`config.mk`:
```
export PLATFORM = sky130hd
export DESIGN_NAME = distance_vector_route_update_core
export DESIGN_NICKNAME = d
export VERILOG_FILES = /design/src/rtl/core/dvr_pkg.sv /design/src/rtl/core/dvr_regs.sv /design/src/rtl/core/dvr_datapath.sv /design/src/rtl/core/dvr_ctrl.sv /design/src/rtl/core/distance_vector_route_update_core.sv
export SDC_FILE = /design/constraint.sdc
export NUM_CORES = 1
export LEC_CHECK = 0
export ABC_AREA = 1
export BUFFER_PORTS_ARGS = -buffer_cell sky130_fd_sc_hd__buf_2
export CAP_MARGIN = 30
export CORE_MARGIN = 1.5
export CORE_UTILIZATION = 40
export CTS_BUF_LIST = sky130_fd_sc_hd__clkbuf_8
export CTS_CLUSTER_SIZE = 14
export DETAILED_ROUTE_END_ITERATION = 16
export GPL_TIMING_DRIVEN = 0
export PLACE_DENSITY = 0.66
export RECOVER_POWER = 100
export SYNTH_ARGS = -nofsm -noshare
export SYNTH_HDL_FRONTEND = slang
export SYNTH_SLANG_ARGS = --single-unit
```
`constraint.sdc`:
```
create_clock -name clk_i -period 5.7 [get_ports clk_i]
set_input_delay 0.57 -clock clk_i [delete_from_list [all_inputs] [get_ports clk_i]]
set_output_delay 0.57 -clock clk_i [all_outputs]
set_load 0.01 [all_outputs]
```
`src/rtl/core/dvr_pkg.sv`:
```
`timescale 1ns / 1ps

package dvr_pkg;

  localparam int NODE_COUNT = 6;
  localparam int SLOTS      = 6;
  localparam int ENTRY_W    = 3;
  localparam int DIST_W     = 16;
  localparam int HOP_W      = 4;
  localparam int IN_DATA_W  = 104;
  localparam int OUT_DATA_W = 32;
  localparam int ADDR_W     = 5;

  localparam logic [DIST_W-1:0] DIST_MAX  = 16'h7FFF;
  localparam logic [DIST_W-1:0] DIST_NONE = 16'hFFFF;
  localparam logic [HOP_W-1:0]  HOP_NONE  = 4'hF;

  // register indexes (byte address / 4)
  localparam logic [2:0] REG_MY_NODE    = 3'd0;
  localparam logic [2:0] REG_LINK_COST0 = 3'd1;

  // operation codes carried in tuser
  localparam logic OP_INIT  = 1'b0;
  localparam logic OP_APPLY = 1'b1;

  typedef struct packed {
    logic [ENTRY_W-1:0]           my_node;
    logic [SLOTS-1:0][DIST_W-1:0] link_cost;
  } dvr_cfg_t;

  typedef struct packed {
    logic               load;
    logic [ENTRY_W-1:0] idx;
  } dvr_cmd_t;

endpackage

```
`src/rtl/core/dvr_regs.sv`:
```
`timescale 1ns / 1ps

module dvr_regs (
  input  logic                      clk_i,
  input  logic                      rst_ni,
  input  logic                      psel,
  input  logic                      penable,
  input  logic                      pwrite,
  input  logic [dvr_pkg::ADDR_W-1:0] paddr,
  input  logic [31:0]               pwdata,
  output logic [31:0]               prdata,
  output logic                      pready,
  output dvr_pkg::dvr_cfg_t         cfg_o
);

  logic [dvr_pkg::ENTRY_W-1:0]                   my_node_q;
  logic [dvr_pkg::SLOTS-1:0][dvr_pkg::DIST_W-1:0] link_cost_q;
  logic [2:0]                                    reg_idx;
  logic                                          wr_en;

  assign reg_idx = paddr[4:2];
  assign wr_en   = psel && penable && pwrite;
  assign pready  = 1'b1;

  always_ff @(posedge clk_i or negedge rst_ni) begin
    if (!rst_ni) begin
      my_node_q <= '0;
      for (int i = 0; i < dvr_pkg::SLOTS; i++) begin
        link_cost_q[i] <= dvr_pkg::DIST_NONE;
      end
    end else if (wr_en) begin
      if (reg_idx == dvr_pkg::REG_MY_NODE) begin
        my_node_q <= pwdata[dvr_pkg::ENTRY_W-1:0];
      end else begin
        for (int i = 0; i < dvr_pkg::SLOTS; i++) begin
          if (reg_idx == dvr_pkg::REG_LINK_COST0 + 3'(i)) begin
            link_cost_q[i] <= pwdata[dvr_pkg::DIST_W-1:0];
          end
        end
      end
    end
  end

  always_comb begin
    prdata = '0;
    if (reg_idx == dvr_pkg::REG_MY_NODE) begin
      prdata = {29'b0, my_node_q};
    end else begin
      for (int i = 0; i < dvr_pkg::SLOTS; i++) begin
        if (reg_idx == dvr_pkg::REG_LINK_COST0 + 3'(i)) begin
          prdata = {{16{link_cost_q[i][15]}}, link_cost_q[i]};
        end
      end
    end
  end

  assign cfg_o.my_node   = my_node_q;
  assign cfg_o.link_cost = link_cost_q;

endmodule

```
`src/rtl/core/dvr_datapath.sv`:
```
`timescale 1ns / 1ps

module dvr_datapath (
  input  logic                          clk_i,
  input  logic                          rst_ni,
  input  dvr_pkg::dvr_cfg_t             cfg_i,
  input  dvr_pkg::dvr_cmd_t             cmd_i,
  input  logic [dvr_pkg::IN_DATA_W-1:0] in_data_i,
  input  logic                          in_op_i,
  output logic [dvr_pkg::OUT_DATA_W-1:0] out_data_o
);

  localparam int DW = dvr_pkg::DIST_W;
  localparam int HW = dvr_pkg::HOP_W;
  localparam int EW = dvr_pkg::ENTRY_W;

  logic [dvr_pkg::NODE_COUNT-1:0][DW-1:0] dist_q, dist_d;
  logic [dvr_pkg::NODE_COUNT-1:0][HW-1:0] hop_q, hop_d;
  logic [dvr_pkg::NODE_COUNT-1:0]         upd;
  logic                                   changed_q, changed_d;
  logic                                   rejected_q, rejected_d;
  logic [EW-1:0]                          sender;
  logic [DW-1:0]                          cost;
  logic                                   reject;

  assign sender = in_data_i[EW-1:0];

  // cost of the link to the sender; out-of-range sender reads as no link
  always_comb begin
    cost = dvr_pkg::DIST_NONE;
    for (int j = 0; j < dvr_pkg::NODE_COUNT; j++) begin
      if (sender == EW'(j)) begin
        cost = cfg_i.link_cost[j];
      end
    end
  end

  assign reject = cost[DW-1];

  for (genvar i = 0; i < dvr_pkg::NODE_COUNT; i++) begin : g_entry
    logic [DW-1:0] d_in;
    logic [DW:0]   sum;
    logic [DW-1:0] sat;
    logic [DW-1:0] lc;

    assign d_in = in_data_i[EW + DW*i +: DW];
    assign lc   = cfg_i.link_cost[i];
    assign sum  = {1'b0, d_in} + {1'b0, cost};
    assign sat  = (sum[DW] || sum[DW-1]) ? dvr_pkg::DIST_MAX : sum[DW-1:0];

    always_comb begin
      dist_d[i] = dist_q[i];
      hop_d[i]  = hop_q[i];
      upd[i]    = 1'b0;
      if (in_op_i == dvr_pkg::OP_INIT) begin
        dist_d[i] = lc[DW-1] ? dvr_pkg::DIST_NONE : lc;
        hop_d[i]  = lc[DW-1] ? dvr_pkg::HOP_NONE : HW'(i);
        upd[i]    = (dist_d[i] != dist_q[i]) || (hop_d[i] != hop_q[i]);
      end else if (!reject && (cfg_i.my_node != EW'(i)) && !d_in[DW-1]) begin
        // stored distances are either unreachable or non-negative
        if (dist_q[i][DW-1] || (sat < dist_q[i])) begin
          dist_d[i] = sat;
          hop_d[i]  = {1'b0, sender};
          upd[i]    = 1'b1;
        end
      end
    end
  end

  assign changed_d  = |upd;
  assign rejected_d = (in_op_i == dvr_pkg::OP_APPLY) && reject;

  always_ff @(posedge clk_i or negedge rst_ni) begin
    if (!rst_ni) begin
      for (int i = 0; i < dvr_pkg::NODE_COUNT; i++) begin
        dist_q[i] <= dvr_pkg::DIST_NONE;
        hop_q[i]  <= dvr_pkg::HOP_NONE;
      end
      changed_q  <= 1'b0;
      rejected_q <= 1'b0;
    end else if (cmd_i.load) begin
      dist_q     <= dist_d;
      hop_q      <= hop_d;
      changed_q  <= changed_d;
      rejected_q <= rejected_d;
    end
  end

  logic [DW-1:0] rd_dist;
  logic [HW-1:0] rd_hop;

  always_comb begin
    rd_dist = dist_q[0];
    rd_hop  = hop_q[0];
    for (int i = 0; i < dvr_pkg::NODE_COUNT; i++) begin
      if (cmd_i.idx == EW'(i)) begin
        rd_dist = dist_q[i];
        rd_hop  = hop_q[i];
      end
    end
  end

  assign out_data_o = {7'b0, rejected_q, changed_q, rd_hop, rd_dist, cmd_i.idx};

endmodule

```
`src/rtl/core/dvr_ctrl.sv`:
```
`timescale 1ns / 1ps

module dvr_ctrl (
  input  logic              clk_i,
  input  logic              rst_ni,
  input  logic              in_valid_i,
  output logic              in_ready_o,
  output logic              out_valid_o,
  input  logic              out_ready_i,
  output logic              out_last_o,
  output dvr_pkg::dvr_cmd_t cmd_o
);

  typedef enum logic {
    ST_IDLE,
    ST_EMIT
  } state_e;

  state_e                      state_q;
  logic [dvr_pkg::ENTRY_W-1:0] cnt_q;
  logic                        accept;
  logic                        beat;
  logic                        at_last;

  assign at_last     = cnt_q == dvr_pkg::ENTRY_W'(dvr_pkg::NODE_COUNT - 1);
  assign out_valid_o = state_q == ST_EMIT;
  assign out_last_o  = out_valid_o && at_last;
  assign beat        = out_valid_o && out_ready_i;
  // take the next item in the cycle the last beat leaves
  assign in_ready_o  = (state_q == ST_IDLE) || (beat && at_last);
  assign accept      = in_valid_i && in_ready_o;

  assign cmd_o.load = accept;
  assign cmd_o.idx  = cnt_q;

  always_ff @(posedge clk_i or negedge rst_ni) begin
    if (!rst_ni) begin
      state_q <= ST_IDLE;
      cnt_q   <= '0;
    end else begin
      case (state_q)
        ST_IDLE: begin
          if (accept) begin
            state_q <= ST_EMIT;
            cnt_q   <= '0;
          end
        end
        ST_EMIT: begin
          if (beat) begin
            if (at_last) begin
              cnt_q   <= '0;
              state_q <= accept ? ST_EMIT : ST_IDLE;
            end else begin
              cnt_q <= cnt_q + 1'b1;
            end
          end
        end
        default: begin
          state_q <= ST_IDLE;
          cnt_q   <= '0;
        end
      endcase
    end
  end

`ifndef NO_ASSERTIONS
  a_accept_starts_dump : assert property (@(posedge clk_i) disable iff (!rst_ni)
    accept |=> (out_valid_o && cnt_q == '0))
    else $error("accepted item did not start a dump at entry zero");

  a_no_accept_mid_dump : assert property (@(posedge clk_i) disable iff (!rst_ni)
    (out_valid_o && !(beat && at_last)) |-> !in_ready_o)
    else $error("input ready while a dump is still running");

  a_stall_holds_index : assert property (@(posedge clk_i) disable iff (!rst_ni)
    (out_valid_o && !out_ready_i) |=> (out_valid_o && $stable(cnt_q)))
    else $error("entry index moved during an output stall");

  a_cnt_in_range : assert property (@(posedge clk_i) disable iff (!rst_ni)
    cnt_q <= dvr_pkg::ENTRY_W'(dvr_pkg::NODE_COUNT - 1))
    else $error("entry counter beyond last node");
`endif

endmodule

```
`src/rtl/core/distance_vector_route_update_core.sv`:
```
`timescale 1ns / 1ps
// Channel   Dir  Handshake                     Payload
// s_axis    in   s_axis_tvalid/s_axis_tready   tdata: sender, dist_0..dist_5; tuser: operation
// m_axis    out  m_axis_tvalid/m_axis_tready   tdata: entry, distance, next hop, changed,
//                                              rejected; tlast: last entry
// apb       in   psel/penable/pwrite, pready=1 my_node @0x00, link_cost_i @0x04+4*i
//
// Each item is handled as a six-entry dump through the single output port:
// the table updates at acceptance and one beat per node entry follows, the first one later.
// The next item is taken in the cycle the last beat of the previous dump leaves.
// Reset clears the route table to unreachable / no hop and the registers to their defaults.
// A stall on m_axis holds the current entry and blocks further input.

module distance_vector_route_update_core (
  input  logic                           clk_i,
  input  logic                           rst_ni,
  input  logic                           s_axis_tvalid,
  output logic                           s_axis_tready,
  // [2:0] sender, [18:3] dist_0, [34:19] dist_1, [50:35] dist_2, [66:51] dist_3,
  // [82:67] dist_4, [98:83] dist_5, [103:99] zero
  input  logic [dvr_pkg::IN_DATA_W-1:0]  s_axis_tdata,
  // [0] operation
  input  logic                           s_axis_tuser,
  output logic                           m_axis_tvalid,
  input  logic                           m_axis_tready,
  // [2:0] entry_index, [18:3] route_distance_out, [22:19] next_hop_out,
  // [23] table_changed, [24] rejected, [31:25] zero
  output logic [dvr_pkg::OUT_DATA_W-1:0] m_axis_tdata,
  output logic                           m_axis_tlast,
  input  logic                           psel,
  input  logic                           penable,
  input  logic                           pwrite,
  input  logic [dvr_pkg::ADDR_W-1:0]     paddr,
  input  logic [31:0]                    pwdata,
  output logic [31:0]                    prdata,
  output logic                           pready
);

  dvr_pkg::dvr_cfg_t cfg;
  dvr_pkg::dvr_cmd_t cmd;

  dvr_regs u_regs (
    .clk_i   (clk_i),
    .rst_ni  (rst_ni),
    .psel    (psel),
    .penable (penable),
    .pwrite  (pwrite),
    .paddr   (paddr),
    .pwdata  (pwdata),
    .prdata  (prdata),
    .pready  (pready),
    .cfg_o   (cfg)
  );

  dvr_ctrl u_ctrl (
    .clk_i       (clk_i),
    .rst_ni      (rst_ni),
    .in_valid_i  (s_axis_tvalid),
    .in_ready_o  (s_axis_tready),
    .out_valid_o (m_axis_tvalid),
    .out_ready_i (m_axis_tready),
    .out_last_o  (m_axis_tlast),
    .cmd_o       (cmd)
  );

  dvr_datapath u_datapath (
    .clk_i      (clk_i),
    .rst_ni     (rst_ni),
    .cfg_i      (cfg),
    .cmd_i      (cmd),
    .in_data_i  (s_axis_tdata),
    .in_op_i    (s_axis_tuser),
    .out_data_o (m_axis_tdata)
  );

endmodule
```
# [After elaboration in Yosys (flattened, before gate mapping)]
# Index checks and enable logic that the tools add are counted.
# Widths: inputs -> output; s select.
[word_totals] wordCells=251 inputBits=149 output_inout_bits=68 regBits=225
[op_classes] add_sub_neg=7 n_mux=103 reduce_logical=63 n_eq_ne=47 bitwise=2 n_lt_le_gt_ge=6
[op_table] cell="$mux 16" n=41
[op_table] cell="$mux 32" n=7
[op_table] cell="$mux 4" n=29
[op_table] cell="$add 16x16->17" n=6
[op_table] cell="$lt 16x16->1" n=6
[op_table] cell="$ne 16x16->1" n=6
[op_table] cell="$reduce_and 3->1" n=12
[op_table] cell="$ne 2x1->1 const B" n=13
[op_table] cell="$ne 4x4->1" n=6
[op_table] cell="$eq 3x3->1 const B" n=7
[op_table] cell="$mux 1" n=21
[op_table] cell="$logic_and 1x1->1" n=19
[op_table] cell="$logic_or 1x1->1" n=19
[op_table] cell="$eq 3x2->1 const B" n=6
[op_table] cell="$eq 3x1->1 const B" n=3
[op_table] cell="$mux 3" n=3
[op_table] cell="$logic_not 1->1" n=7
[op_table] cell="$logic_not 3->1" n=2
[op_table] cell="$ne 3x2->1 const B" n=2
[op_table] cell="$ne 3x3->1 const B" n=2
[op_table] cell="$pmux 3 s2" n=1
[op_table] cell="$reduce_or 6->1" n=1
[op_table] cell="$reduce_and 2->1" n=2
[op_table] cell="$add 3x1->3 const B" n=1
[op_table] cell="5 further kinds" n=6

# [Logic depth before layout (Yosys ltp)]
[depth] word_depth=16 ltp_mapped=40 ltp_nobuf=37

# [By module]
# From an unflattened synthesis, not the netlist that was laid out.
[unflattened] cells_unflattened=3207 area_unflattened_um2=21790.9
[modules_own_cells] module="dvr_datapath" area_each_um2=16656.0 n_inst=1 cells_each=2568 seq_area_each_um2=3203.1
[modules_own_cells] module="dvr_regs" area_each_um2=4903.5 n_inst=1 cells_each=608 seq_area_each_um2=2597.5
[modules_own_cells] module="dvr_ctrl" area_each_um2=231.5 n_inst=1 cells_each=31 seq_area_each_um2=100.1

# [Worst setup path before layout]
# Ideal clock, no wire load.
[synth_timing] path_kind="input-to-reg" startpoint="input s_axis_tdata[1] (netlist name)" endpoint="register u_datapath.dist_q[94] (netlist name)" path_stages=32 t_required_ns=5.618 path_slack_ns=0.487 setup_time_ns=0.082 t_arrival_ns=5.131 path_buffers=3 path_cell_list="inv_1 -> nor2_1 -> inv_1 -> nor2_1 -> inv_1 -> clkbuf_1 -> o21ai_0 -> a221oi_1 -> ha_1 -> nand3_1 -> nand2_1 -> nand2_1 -> nand2_1 -> inv_1 -> nor3_1 -> nor2_1 -> o21bai_1 -> xor2_1 -> or2_2 -> ha_1 -> a21oi_1 -> nor2_1 -> a2111oi_0 -> nand2_1 -> nand2_1 -> nand2_1 -> nand2_1 -> nand2_2 -> buf_6 -> buf_6 -> nand2_2 -> o21ai_1"
[synth_between] elab_chain_len=14 word_cells_on_any_way=26 classes_between="1 x add/sub; 1 x order compare; 7 x eq/ne; 10 x mux; 7 x reduce/logical"
[synth_rtl] item="start, declared" line="distance_vector_route_update_core.sv:21" rtl="input logic [dvr_pkg::IN_DATA_W-1:0] s_axis_tdata,"
[synth_rtl] item="$logic_not 3->1" line="dvr_datapath.sv:32" rtl="if (sender == EW'(j)) begin"
[synth_rtl] item="$mux 16 (5 in a row)" line="dvr_datapath.sv:32"
[synth_rtl] item="$mux 16 *" line="dvr_datapath.sv:32"
[synth_rtl] item="$add 16x16->17" line="dvr_datapath.sv:48" rtl="assign sum = {1'b0, d_in} + {1'b0, cost};"
[synth_rtl] item="$logic_or 1x1->1" line="dvr_datapath.sv:49" rtl="assign sat = (sum[DW] || sum[DW-1]) ? dvr_pkg::DIST_MAX : sum[DW-1:0];"
[synth_rtl] item="$mux 16" line="dvr_datapath.sv:49"
[synth_rtl] item="$lt 16x16->1" line="dvr_datapath.sv:61" rtl="if (dist_q[i][DW-1] || (sat < dist_q[i])) begin"
[synth_rtl] item="$logic_or 1x1->1" line="dvr_datapath.sv:61"
[synth_rtl] item="$ne 2x1->1 (no source line)"
[synth_rtl] item="$reduce_and 3->1 (no source line)"
[synth_rtl] item="end signal, assigned by index" line="dvr_datapath.sv:76" rtl="dist_q[i] <= dvr_pkg::DIST_NONE;"
[synth_rtl] item="end signal, assigned" line="dvr_datapath.sv:82" rtl="dist_q <= dist_d;"
[synth_rtl] item="end, declared" line="dvr_datapath.sv:17" rtl="logic [dvr_pkg::NODE_COUNT-1:0][DW-1:0] dist_q, dist_d;"
# Mark *: on every way between the ends. The rest lies on a longest branch, timed or not. The select of a mux whose other input is x is not followed.
# A chain may end at the register's enable or synchronous reset.

# [Worst setup path after layout]
[layout_timing] startpoint="input s_axis_tdata[2] (netlist name)" endpoint="register u_datapath.dist_q[14] (netlist name)"
# The elaborated chain is that of the path after synthesis.

==> run summary <==
The run finished, with violations left. The final reports fail on capacitance limit, slew limit. The standard cell with the maximum stage delay on the critical path is a221oi_4. Count of input and output buffers: 184. The run gives 0 as the number of buffers inserted for hold repair after clock tree synthesis. Sequential elements use 27.8% of the synthesized area. The first global-routing pass estimated 127000 µm of wire. At the pin with the least slew margin, the transition time is 2570 ps.

The final worst-path cycle share is 94.4%. The share of synthesized registers carrying an async set or reset was 100%. For this run, the leading register cell type out of synthesis is dfstp_2. Type of element launching the critical path: an input pin. The largest clock skew in the final design came out at 52.8 ps. The normalized max-slew margin is -71.6%. The initial detailed-routing violation count was 2324; the total number of vias was 22500.

In the global route stage, overall resource usage came out at 31.2%. After layout, the worst setup slack is 317 ps. Synthesis-to-finish area growth: 16.0%. The root buffer cell chosen for the clock tree is clkbuf_8. OpenSTA, run right after detailed placement, puts the worst setup slack at -973 ps. The core region is 0.0526 mm². Static timing analysis puts the maximum clock frequency at 186 MHz.

The half-perimeter wire length after placement is 70200 µm. Placement row count: 84. Summing all multi-input logic gate instances after layout gives 0.0135 mm². Along the worst path, the maximum fanout reaches 10. TritonCTS built the clock tree. 217 I/O pins were placed.

Gate count of the mapped netlist: 3072. For this run, the detailed router's first-pass iteration total came to 6. Maximum count of clock buffers along a single path: 3. Ranked by instance count, the synthesized netlist is headed by nand2_1, inv_1, nor2_1. The worst register-to-register path has a depth of 26.

The initial core utilization came out at 40.4%. The biggest area contributor in the post-synthesis netlist is dfstp_2. The net count reported at finish was 3692.

Once detail routing completed, the nets flagged for antenna violations numbered 0. Counting flops with a built-in enable in the synthesized netlist gives 0. The setup path with the least slack is of type input pin to register. The overall routed net length came out at 86400 µm. The power density normalized to cell area came out at 440 mW/mm². For the number of filler cells placed in the layout, the log shows 5480. The hold violation total from the final report was 0. In this design, the stage delay of the slowest critical-path cell is 490 ps.

At the end of routability-driven placement, the weighted congestion stood at 1.03. The warning count from the yosys run was 0; the cell depth of the worst min-delay path was 3. For this run the aggregate overflow at the end of global routing stands at 0. Sorting the synthesized cells by area gives the leading types as dfstp_2, nand2_1, ha_1.

In the final routed layout, each cell accounts on average for 21.2 µm. The logs give 6220 ps for the data required time of the worst path and 3 for the initial antenna violation count. Entering global routing, the biggest net connects 95 pins.

The clock drives 225 sinks. The average via count per standard cell was 5.52. Counting flops and latches in the post-synthesis netlist gives 225. In this run the worst hold path is classified as input pin to register. The area share of the largest cell type after synthesis works out to 26.7%. Maximum vdd drop: 0.160 mV. The most repeated library cell on the critical path was nand2_1. The shortest clock period the worst path allows after layout is 5380 ps. Max-slew violation count: 230. The die is 233 µm tall.

The H-tree generated during clock tree synthesis spans 2 levels. The post-synthesis area per instance was 6.92 µm²; the x dimension of the die was 233 µm. Cells fill 46.9% of the core in the end. Across the whole layout, storage elements account for 0.00590 mm². The number of different library cells used by synthesis comes to 62. STA classifies the critical path endpoint as a register.

For this run, design rule violations remaining after detail routing come to 0. The insertion delay to the later sink of the worst-skew pair is 600 ps, and the number of buffers added by the clock tree synthesis step is 43. Cell with the most instances after synthesis: nand2_1.

Data on the critical path arrives at its endpoint at 5910 ps. Max-cap violations in this run came to 3. In this run the static leakage power is 11.7 nW. The clock-pin slew reported for the worst setup and hold paths after clock tree synthesis works out to 50 ps.

The die covers 0.0545 mm². Setup violations remaining at the end of the flow were counted as 0. In this run the cell area of the synthesized design comes to 0.0212 mm². Setup repair after global routing left no endpoint under its margin. The tools report the via count of the first global-routing pass as 20500. The layout cell share with drive strength beyond 1 came out at 20.7%.
==> power by group <==
group	internal [W]	switching (W)	leakage [nW]
Combinational	0.00203	0.00371	8.85
Sequential	0.00259	0.000796	2.37
Clock	0.000933	0.000775	0.501
Total	0.00556	0.00528	11.7
==> path summary, 6_finish.rpt <==
| check | from | end | slack, ps |
|---|---|---|---|
| setup / recovery | s_axis_tdata[2] | u_datapath.dist_q[14] | 320 |
| hold / removal | s_axis_tvalid | u_ctrl.out_valid_o | 220 |
| setup reg to reg | u_regs.cfg_o[31] | u_datapath.dist_q[69] | 350 |
| hold reg to reg | u_datapath.dist_q[63] | u_datapath.dist_q[63] | 460 |
| max in group asynchronous | rst_ni | u_ctrl.out_valid_o | 1420 |
| min in group asynchronous | rst_ni | u_regs.cfg_o[24] | 1650 |
==> routing by layer <==
metal | GRT usage [%] | part of all wire, %
met2 | 47.9 | 43
met5 | 0 | 0.030
met4 | 15.9 | 6.0
met3 | 5.92 | 8.7
met1 | 41.6 | 42
==> cells in the final DEF, fill, tap and decap left out, types with 12 or more instances in the layout <==
cell type  count
buf_6         12
a21oi_2       18
o22ai_1       44
a21oi_1      202
nand2_1      702
buf_2        149
o21ai_2       38
nor2_1       329
xor2_1        78
clkbuf_1     114
clkbuf_4      17
ha_1         187
nor3_1        38
dfstp_2      216
a31oi_1       24
o21ai_1       63
nand4_1       29
a211oi_1      15
inv_1        336
buf_4         32
nand2_2       23
o211ai_1      19
o21ai_0      280
or2_2         57
clkbuf_8      60
nor4_1        12
nand3_1      101
conb_1        14
==> logic make-up (layout without fill, tap and decap cells) <==
kind of cell / after synthesis / after routing / synth area share (%)
AOI/OAI and AO/OA: 776 / 776 / 21.4
xor gates and xnor gates: 83 / 83 / 3.42
adders and majority gates: 193 / 193 / 11.6
buffers and inverters: 479 / 776 / 9.69
DFF: 225 / 225 / 27.8
muxes: 1 / 1 / 0.0471
other: 2 / 16 / 0.0353
and+or+nand+nor: 1313 / 1313 / 26.1
==> stage by stage <==
step / instances / total power (W) / hold WS (ps) / instance area [µm²] / TNS, ps
after CTS: 4054 / 0.0107 / 206 / 24700 / 0
final: 4071 / 0.0108 / 219 / 24600 / 0
after floorplan: 3084 / 0.00678 / 274 / 21300 / 0
after detailed placement: 3977 / 0.00900 / 457 / 23700 / -73170
after global routing: 4069 / 0.0116 / 230 / 24600 / 0
after global placement: 3956 / 0.00883 / 455 / 23100 / -592040
==> worst max-delay path: cells and delay by family <==
| kind | cells | cell delay, ps |
|---|---|---|
| AOI/OAI and AO/OA | 8 | 1480 |
| adders and majority gates | 2 | 620 |
| buffers and inverters | 7 | 1440 |
| and+or+nand+nor | 14 | 1740 |
==> state kept, by name, summed over array words and instances (netlist names) <==
register and count:
u_ctrl.out_valid_o 1, u_regs.cfg_o 96, u_ctrl.cnt_q 3, u_datapath.dist_q 96, u_regs.my_node_q 3, u_datapath.hop_q 24
u_datapath.rejected_q 1, u_datapath.changed_q 1
==> area by class of cell <==
| type | instances | share of cell area [%] |
|---|---|---|
| buffer | 137 | 3.14 |
| sequential | 225 | 23.9 |
| timing repair buffer | 223 | 5.62 |
| tap | 688 | 3.49 |
| antenna | 2 | 0.0203 |
| multi-input combinational | 2380 | 54.9 |
| clock inverter | 16 | 0.315 |
| inverter | 340 | 5.20 |
| clock buffer | 60 | 3.35 |
==> what timing repair did <==
action | CTS | global route
hold endpoints to repair | 0 | 0
endpoints found under the setup margin | 55 | 119
gates resized for setup | 9 | 19
pin swaps | 1 | 1
setup buffers | 2 | 16
(Power assumes the default switching activity.)
